File: config.mk
export PLATFORM = sky130hd
export DESIGN_NAME = gps_pps_time_lock
export DESIGN_NICKNAME = d
export VERILOG_FILES = /design/src/rtl/tl_pkg.sv /design/src/rtl/gps_pps_time_lock.sv /design/src/rtl/tl_mod.sv
export SDC_FILE = /design/constraint.sdc
export NUM_CORES = 2
export LEC_CHECK = 0
export ABC_AREA = 1
export BUFFER_PORTS_ARGS = -buffer_cell sky130_fd_sc_hd__clkbuf_2
export CAP_MARGIN = 40
export CORE_MARGIN = 10
export CORE_UTILIZATION = 35
export DETAILED_ROUTE_END_ITERATION = 10
export GPL_ROUTABILITY_DRIVEN = 0
export SLEW_MARGIN = 40
export SYNTH_ARGS = -nofsm -noshare
export SYNTH_HDL_FRONTEND = slang
export SYNTH_HIERARCHICAL = 1
export SYNTH_SLANG_ARGS = --single-unit
File: constraint.sdc
create_clock -name clk -period 41.3 [get_ports clk]
set_clock_uncertainty 0.15 [all_clocks]
set_input_delay 8.26 -clock clk [delete_from_list [all_inputs] [get_ports clk]]
set_output_delay 8.26 -clock clk [all_outputs]
set_load 0.01 [all_outputs]
File: src/rtl/tl_pkg.sv
package tl_pkg;

	localparam logic [2:0] KIND_START = 3'd0;
	localparam logic [2:0] KIND_RMC   = 3'd1;
	localparam logic [2:0] KIND_PPS   = 3'd2;
	localparam logic [2:0] KIND_CHECK = 3'd3;
	localparam logic [2:0] KIND_SW    = 3'd4;
	localparam logic [2:0] KIND_MAG   = 3'd5;

	localparam logic [2:0] ST_SEARCH  = 3'd0;
	localparam logic [2:0] ST_SET     = 3'd1;
	localparam logic [2:0] ST_CAN_SW  = 3'd2;
	localparam logic [2:0] ST_CAN_MAG = 3'd3;
	localparam logic [2:0] ST_TIMEOUT = 3'd4;

	localparam logic [2:0] COUNT_MAX = 3'd7;
	localparam logic [2:0] MIN_VALID = 3'd4;
	localparam int         IN_W      = 184;
	localparam int         OUT_W     = 112;

	// a - b in milliseconds, both given as seconds plus ms
	function automatic logic signed [44:0] stamp_diff(input logic [31:0] a_s,
		input logic [9:0] a_ms, input logic [31:0] b_s, input logic [9:0] b_ms);
		logic signed [32:0] ds;
		logic signed [44:0] res;
		ds  = $signed({1'b0, a_s}) - $signed({1'b0, b_s});
		res = 45'(ds) * 45'sd1000 + 45'($signed({1'b0, a_ms}))
			- 45'($signed({1'b0, b_ms}));
		return res;
	endfunction

	function automatic logic [2:0] sat_inc(input logic [2:0] c);
		return (c < COUNT_MAX) ? 3'(c + 3'd1) : c;
	endfunction

endpackage

File: src/rtl/gps_pps_time_lock.sv
// GPS PPS time lock. Each input item is one event (start, RMC sentence, PPS
// pulse, clock check, switch cancel, magnetic cancel) and yields exactly one
// result item carrying the search status. Most events give their result in the
// cycle after acceptance. The PPS event that locks the time runs the expected
// timer value through a bit-serial modulo by the timer period, one bit per
// cycle; its result shows after the 32 modulo steps, a step that takes the
// remainder and a step that loads the output once it is free. No new item is
// taken meanwhile. A finished result sits in an output register, and the next
// item is taken while it waits if the sink takes it in that cycle. The user
// must write timeout_seconds via cfg_wen/cfg_wdata only while idle; unenforced.
module gps_pps_time_lock (
	input  logic                      clk,
	input  logic                      arst_n,
	input  logic                      cfg_wen,
	input  logic [31:0]               cfg_wdata,
	input  logic                      s_axis_tvalid,
	output logic                      s_axis_tready,
	// kind
	input  logic [2:0]                s_axis_tuser,
	// rmc_active, rmc_subsecond_ms, rmc_utc_seconds, local_seconds, local_ms,
	// timer_capture, timer_period, timer_nominal_hz, zero pad
	input  logic [tl_pkg::IN_W-1:0]   s_axis_tdata,
	output logic                      m_axis_tvalid,
	input  logic                      m_axis_tready,
	// status
	output logic [2:0]                m_axis_tuser,
	// time_to_set, offset_ms, measured_hz
	output logic [tl_pkg::OUT_W-1:0]  m_axis_tdata
);

	localparam logic [1:0] S_IDLE = 2'd0;
	localparam logic [1:0] S_MOD  = 2'd1;
	localparam logic [1:0] S_FIN  = 2'd2;

	// input fields
	logic        in_active;
	logic [9:0]  in_sub_ms;
	logic [31:0] in_utc, in_lsec, in_cap, in_per, in_nom;
	logic [9:0]  in_lms;
	logic [2:0]  kind;

	assign kind      = s_axis_tuser;
	assign in_active = s_axis_tdata[0];
	assign in_sub_ms = s_axis_tdata[10:1];
	assign in_utc    = s_axis_tdata[42:11];
	assign in_lsec   = s_axis_tdata[74:43];
	assign in_lms    = s_axis_tdata[84:75];
	assign in_cap    = s_axis_tdata[116:85];
	assign in_per    = s_axis_tdata[148:117];
	assign in_nom    = s_axis_tdata[180:149];

	// search state
	logic [1:0]  state_q;
	logic [31:0] timeout_q;
	logic [2:0]  rc_q, pc_q, fs_q;
	logic [31:0] pend_q;
	logic [31:0] rmc_s_q, pps_s_q, prev_cap_q;
	logic [9:0]  rmc_ms_q, pps_ms_q;

	// held for the lock item
	logic [31:0] tset_q, cap_q, per_q, nom_q, exp_q;
	logic [47:0] off_q;

	// output register
	logic                     m_valid_q;
	logic [2:0]               m_user_q;
	logic [tl_pkg::OUT_W-1:0] m_data_q;

	logic out_free, acc;
	assign out_free      = !m_valid_q || m_axis_tready;
	assign s_axis_tready = (state_q == S_IDLE) && out_free;
	assign acc           = s_axis_tvalid && s_axis_tready;

	// since-last: RMC measures from last PPS, PPS from last RMC
	logic [31:0]        ref_s;
	logic [9:0]         ref_ms;
	logic signed [44:0] since, off_full;
	logic               since_ok;

	assign ref_s    = (kind == tl_pkg::KIND_RMC) ? pps_s_q : rmc_s_q;
	assign ref_ms   = (kind == tl_pkg::KIND_RMC) ? pps_ms_q : rmc_ms_q;
	assign since    = tl_pkg::stamp_diff(in_lsec, in_lms, ref_s, ref_ms);
	assign since_ok = since < 45'sd1000;
	assign off_full = tl_pkg::stamp_diff(in_lsec, in_lms, pend_q, 10'd0);

	// next search state for an accepted item
	logic [2:0]  n_rc, n_pc, n_fs;
	logic [31:0] n_pend;
	logic        lock;

	always_comb begin
		n_rc   = rc_q;
		n_pc   = pc_q;
		n_fs   = fs_q;
		n_pend = pend_q;
		lock   = 1'b0;
		if (kind == tl_pkg::KIND_START) begin
			n_rc   = '0;
			n_pc   = '0;
			n_pend = '0;
			n_fs   = (timeout_q == 32'd0) ? tl_pkg::ST_TIMEOUT : tl_pkg::ST_SEARCH;
		end else if (fs_q == tl_pkg::ST_SEARCH) begin
			case (kind)
				tl_pkg::KIND_RMC: begin
					if (in_active) begin
						if (in_sub_ms == 10'd0 && since_ok) begin
							n_rc = tl_pkg::sat_inc(rc_q);
							if (n_rc > tl_pkg::MIN_VALID)
								n_pend = 32'(in_utc + 32'd1);
						end else begin
							n_rc   = '0;
							n_pc   = '0;
							n_pend = '0;
						end
					end
				end
				tl_pkg::KIND_PPS: begin
					if (since_ok) begin
						n_pc = tl_pkg::sat_inc(pc_q);
						if (n_pc > tl_pkg::MIN_VALID && pend_q != 32'd0) begin
							lock = 1'b1;
							n_fs = tl_pkg::ST_SET;
						end
					end else begin
						n_rc   = '0;
						n_pc   = '0;
						n_pend = '0;
					end
				end
				tl_pkg::KIND_CHECK: begin
					if (in_lsec >= timeout_q) n_fs = tl_pkg::ST_TIMEOUT;
				end
				tl_pkg::KIND_SW:  n_fs = tl_pkg::ST_CAN_SW;
				tl_pkg::KIND_MAG: n_fs = tl_pkg::ST_CAN_MAG;
				default: ;
			endcase
		end
	end

	// record arrival times only while searching
	logic rec_rmc, rec_pps;
	assign rec_rmc = acc && fs_q == tl_pkg::ST_SEARCH && kind == tl_pkg::KIND_RMC;
	assign rec_pps = acc && fs_q == tl_pkg::ST_SEARCH && kind == tl_pkg::KIND_PPS;

	// output register gets a new item
	logic m_set;
	assign m_set = (state_q == S_IDLE && acc && !lock) || (state_q == S_FIN && out_free);

	// serial modulo: expected = (prev + nominal) mod period
	logic        mod_done;
	logic [31:0] mod_rem;

	tl_mod u_mod (
		.clk      (clk),
		.arst_n   (arst_n),
		.start    (acc && lock),
		.dividend (32'(prev_cap_q + in_nom)),
		.modulus  (in_per),
		.done     (mod_done),
		.rem      (mod_rem)
	);

	// frequency from expected vs captured timer value
	logic [31:0] half, dd, hz;
	always_comb begin
		half = (per_q == 32'd0) ? 32'h8000_0000 : {1'b0, per_q[31:1]};
		if (exp_q > cap_q) begin
			dd = 32'(exp_q - cap_q);
			hz = (dd < half) ? 32'(nom_q - dd) : 32'(nom_q + cap_q - exp_q + per_q);
		end else begin
			dd = 32'(cap_q - exp_q);
			hz = (dd < half) ? 32'(nom_q + dd) : 32'(nom_q - (exp_q - cap_q + per_q));
		end
	end

	always_ff @(posedge clk or negedge arst_n) begin
		if (!arst_n) begin
			state_q    <= S_IDLE;
			timeout_q  <= '0;
			rc_q       <= '0;
			pc_q       <= '0;
			fs_q       <= tl_pkg::ST_SEARCH;
			pend_q     <= '0;
			rmc_s_q    <= '0;
			rmc_ms_q   <= '0;
			pps_s_q    <= '0;
			pps_ms_q   <= '0;
			prev_cap_q <= '0;
			m_valid_q  <= 1'b0;
		end else begin
			if (cfg_wen) timeout_q <= cfg_wdata;
			if (m_set) m_valid_q <= 1'b1;
			else if (m_axis_tready) m_valid_q <= 1'b0;
			case (state_q)
				S_IDLE: begin
					if (acc) begin
						rc_q   <= n_rc;
						pc_q   <= n_pc;
						fs_q   <= n_fs;
						pend_q <= n_pend;
						if (rec_rmc) begin
							rmc_s_q  <= in_lsec;
							rmc_ms_q <= in_lms;
						end
						if (rec_pps) begin
							pps_s_q    <= in_lsec;
							pps_ms_q   <= in_lms;
							prev_cap_q <= in_cap;
						end
						if (lock) state_q <= S_MOD;
					end
				end
				S_MOD: begin
					if (mod_done) state_q <= S_FIN;
				end
				S_FIN: begin
					if (out_free) state_q <= S_IDLE;
				end
				default: state_q <= S_IDLE;
			endcase
		end
	end

	always_ff @(posedge clk) begin
		if (acc && lock) begin
			tset_q <= pend_q;
			off_q  <= {{3{off_full[44]}}, off_full};
			cap_q  <= in_cap;
			per_q  <= in_per;
			nom_q  <= in_nom;
		end
		if (state_q == S_MOD && mod_done) exp_q <= mod_rem;
		if (state_q == S_IDLE && acc && !lock) begin
			m_user_q <= n_fs;
			m_data_q <= '0;
		end else if (state_q == S_FIN && out_free) begin
			m_user_q <= tl_pkg::ST_SET;
			m_data_q <= {hz, off_q, tset_q};
		end
	end

	assign m_axis_tvalid = m_valid_q;
	assign m_axis_tuser  = m_user_q;
	assign m_axis_tdata  = m_data_q;

endmodule

File: src/rtl/tl_mod.sv
// Bit-serial restoring modulo, one dividend bit per cycle.
// modulus zero stands for 2^32.
module tl_mod (
	input  logic        clk,
	input  logic        arst_n,
	input  logic        start,
	input  logic [31:0] dividend,
	input  logic [31:0] modulus,
	output logic        done,
	output logic [31:0] rem
);

	logic        busy_q;
	logic        done_q;
	logic [4:0]  cnt_q;
	logic [31:0] x_q;
	logic [31:0] rem_q;
	logic [32:0] m_q;
	logic [32:0] trial;

	assign trial = {rem_q, x_q[31]};

	always_ff @(posedge clk or negedge arst_n) begin
		if (!arst_n) begin
			busy_q <= 1'b0;
			done_q <= 1'b0;
			cnt_q  <= '0;
		end else if (start) begin
			busy_q <= 1'b1;
			done_q <= 1'b0;
			cnt_q  <= '0;
		end else if (busy_q) begin
			cnt_q <= 5'(cnt_q + 5'd1);
			if (cnt_q == 5'd31) begin
				busy_q <= 1'b0;
				done_q <= 1'b1;
			end
		end else begin
			done_q <= 1'b0;
		end
	end

	always_ff @(posedge clk) begin
		if (start) begin
			x_q   <= dividend;
			rem_q <= '0;
			m_q   <= {(modulus == 32'd0), modulus};
		end else if (busy_q) begin
			x_q   <= {x_q[30:0], 1'b0};
			rem_q <= (trial >= m_q) ? 32'(trial - m_q) : trial[31:0];
		end
	end

	assign done = done_q;
	assign rem  = rem_q;

endmodule
==> results by group <==
CTS
  – Post_cts resized: 0
  – H-tree levels: 3
  – Root buffer cell: clkbuf_16
  – TritonCTS Buffers: 72
  – CTS clk-pin slew, worst paths: 0.06 ns
  – CTS tree: yes
  – CTS max path bufs: 3
  – Post-CTS Setup Bufs: 0
  – # clock sinks: 613
  – Clk Latency, worst-skew pair: 0.71 ns
  – # hold bufs at CTS: 0

Synthesis
  – Syn. warnings: 6
  – Post-synth cell types: 70
  – EDFF count, synth: between 200 and 300
  – Yosys reg bits: 613
  – Post-synthesis sequential area ratio: between 20% and 30%
  – Synthesized cell area: a little over 0.06 mm^2
  – FFs w/ async S/R, synth: 32.46%
  – Top FF cell, synth: edfxtp_1
  – Post-Syn Instances: 7977
  – Mean post-synth cell area: roughly 7.8 um^2

STA
  – Crit share post-route: 49.71%
  – Sum Neg Setup Slack: 0 ns
  – Slew HR: 38.64%
  – Final hold violations: 0
  – Worst-Margin Slew: slightly above 0.9 ns
  – Slew Viols, Final: 0
  – Tmin final: 20.53 ns
  – Final Setup Violations: 0
  – RSZ-0062 raised after global routing: false
  – F_max: just under 0.05 GHz

Place
  – PortBufs: between 300 and 400
  – HPWL Detailed: around 160000 um

Global route
  – Initial antenna violation count: 33
  – Global-route usage over all layers: 19.46%
  – GRT Residual Overflow: 0
  – Number of global-route vias before repair: 52300
  – Largest net degree at the start of global routing: 88
  – First-pass GRT wire length: approximately 300000 um

Routing
  – DRC: 0
  – WL/cell: 18.18 um
  – Vias: about 53000
  – Drt pass-1 iters: 8
  – Total Wirelength: 194300 um
  – DR iter-0 viols: 3941
  – Vias/cell: 5.002
  – Post-route ant nets: 0

Worst setup path
  – CP most frequent cell: nand2_1
  – CP max-delay cell: xnor2_1
  – Crit Path Category: in -> reg
  – Crit path max fanout: 48
  – Worst setup EP type: flip-flop
  – Arrival @ worst endpoint: 20.69 ns
  – Slowest Stage Delay on Critical Path: around 0.66 ns
  – Critical Path RT: 41.46 ns
  – Family with the most delay on the worst path: simple AND/OR/NAND/NOR gates
  – CP Launch Type: input port
  – CP bufs+invs: 15

Floorplanning
  – Die width: 440.3 um
  – Starting Density: 35.15%
  – Die ar.: 0.1939 mm^2
  – Row cnt: around 150
  – Number of I/O pins: 341
  – Core area: between 0.15 and 0.2 mm^2
  – Height of the die: roughly 440 um

Layout
  – Share of layout cells above drive strength 1: 7.741%
  – Fin nets: 9525
  – Max reg flops: 109
  – Layout Area Growth over Synthesis: 10.92%

Run status
  – Status: finished clean

Flow run
  – Max cap viols: 0

Min path
  – Hold Crit Class: reg -> reg
==> cells in the mapped netlist (all sizes together) (20+ instances only) <==
| cell | instances | area, um^2 |
|---|---|---|
| a21boi | 20 | 165.2 |
| a21oi | 565 | 2850 |
| a31oi | 42 | 262.8 |
| buf | 48 | 361.6 |
| clkbuf | 95 | 357.8 |
| dfrtp | 199 | 4980 |
| dfxtp | 141 | 2823 |
| edfxtp | 273 | 8198 |
| fa | 351 | 7027 |
| ha | 677 | 8471 |
| inv | 1517 | 5694 |
| mux2 | 32 | 360.4 |
| mux2i | 39 | 390.4 |
| nand2 | 1760 | 6696 |
| nand3 | 422 | 2277 |
| nand3b | 25 | 187.7 |
| nand4 | 75 | 475.5 |
| nor2 | 498 | 1948 |
| nor3 | 68 | 350.3 |
| nor4 | 38 | 237.7 |
| o211ai | 29 | 217.7 |
| o21a | 36 | 270.3 |
| o21ai | 429 | 2151 |
| o21bai | 21 | 157.7 |
| xnor2 | 157 | 1375 |
| xor2 | 282 | 2485 |
==> metrics by stage <==
| step | utilization (%) | hold WS [ns] | instance area (um^2) | worst slack (ns) | cells |
|---|---|---|---|---|---|
| 2_1_floorplan | - | 0.2692 | 61840 | 13.77 | 7978 |
| 3_3_place_gp | 37.51 | 0.2798 | 65980 | 19.66 | 10540 |
| 3_5_place_dp | 37.53 | 0.2786 | 66020 | 19.63 | 10540 |
| 4_1_cts | 38.92 | 0.2899 | 68470 | 20.30 | 10670 |
| 5_1_grt | 38.98 | 0.3072 | 68580 | 19.69 | 10690 |
| 6_report | 38.99 | 0.2878 | 68590 | 20.77 | 10690 |
==> cell families after synthesis <==
| group | Yosys count | synth area share [%] |
|---|---|---|
| DFF | 613 | 25.88 |
| other | 1 | 0.006065 |
| AOI/OAI and AO/OA | 1251 | 11.27 |
| and+or+nand+nor | 2908 | 19.92 |
| adders and majority gates | 1028 | 25.06 |
| buffers and inverters | 1666 | 10.41 |
| xor gates and xnor gates | 439 | 6.243 |
| muxes | 71 | 1.214 |
==> metal layers <==
metal	GRT usage, %	share of wire [%]
met2	34.00	49
met1	22.22	39
met4	11.95	6.7
met5	0	0.061
met3	3.025	5.3
==> final timing paths <==
kind,startpoint,endpoint,slack [ns],cells past startpoint
hold reg to reg,off_q[15],m_axis_tdata[47],0.29,2
setup / recovery,s_axis_tuser[2],u_mod/x_q[5],20.77,62
min in group asynchronous,arst_n,pps_s_q[28],7.40,1
setup reg to reg,rmc_s_q[0],u_mod/x_q[5],29.37,57
max in group asynchronous,arst_n,prev_cap_q[20],31.88,3
hold / removal,off_q[15],m_axis_tdata[47],0.29,2
==> worst reg2reg max path, delay by kind of cell (launching register included) <==
family / cells / cell delay [ns]
AOI/OAI and AO/OA: 8 / 1.58
xor gates and xnor gates: 1 / 0.66
adders and majority gates: 8 / 3.13
buffers and inverters: 12 / 2.35
DFF: 1 / 0.37
and+or+nand+nor: 28 / 3.25
==> layout make-up <==
cell class | instances | area, um^2
clock buffer | 92 | 1981
tap | 2340 | 2928
multi-input combinational | 5699 | 39500
sequential | 613 | 16000
fill | 18100 | 107300
timing repair buffer | 364 | 1944
inverter | 1523 | 5720
clock inverter | 41 | 464.2
antenna | 19 | 47.55
==> cells in the final DEF (no fill, tap or decap), drive strengths merged, types with 39 or more instances in the layout <==
cell and n:
nand2 1760, inv 1527, ha 677, a21oi 565, nor2 498, o21ai 429
clkbuf 428, nand3 422, fa 351, xor2 282, edfxtp 273, dfrtp 199
xnor2 157, dfxtp 141, nand4 75, nor3 68, a31oi 42, mux2i 39
Power is not shown: default switching activity piles up to over one toggle a cycle in this logic, so the estimate is an artifact.
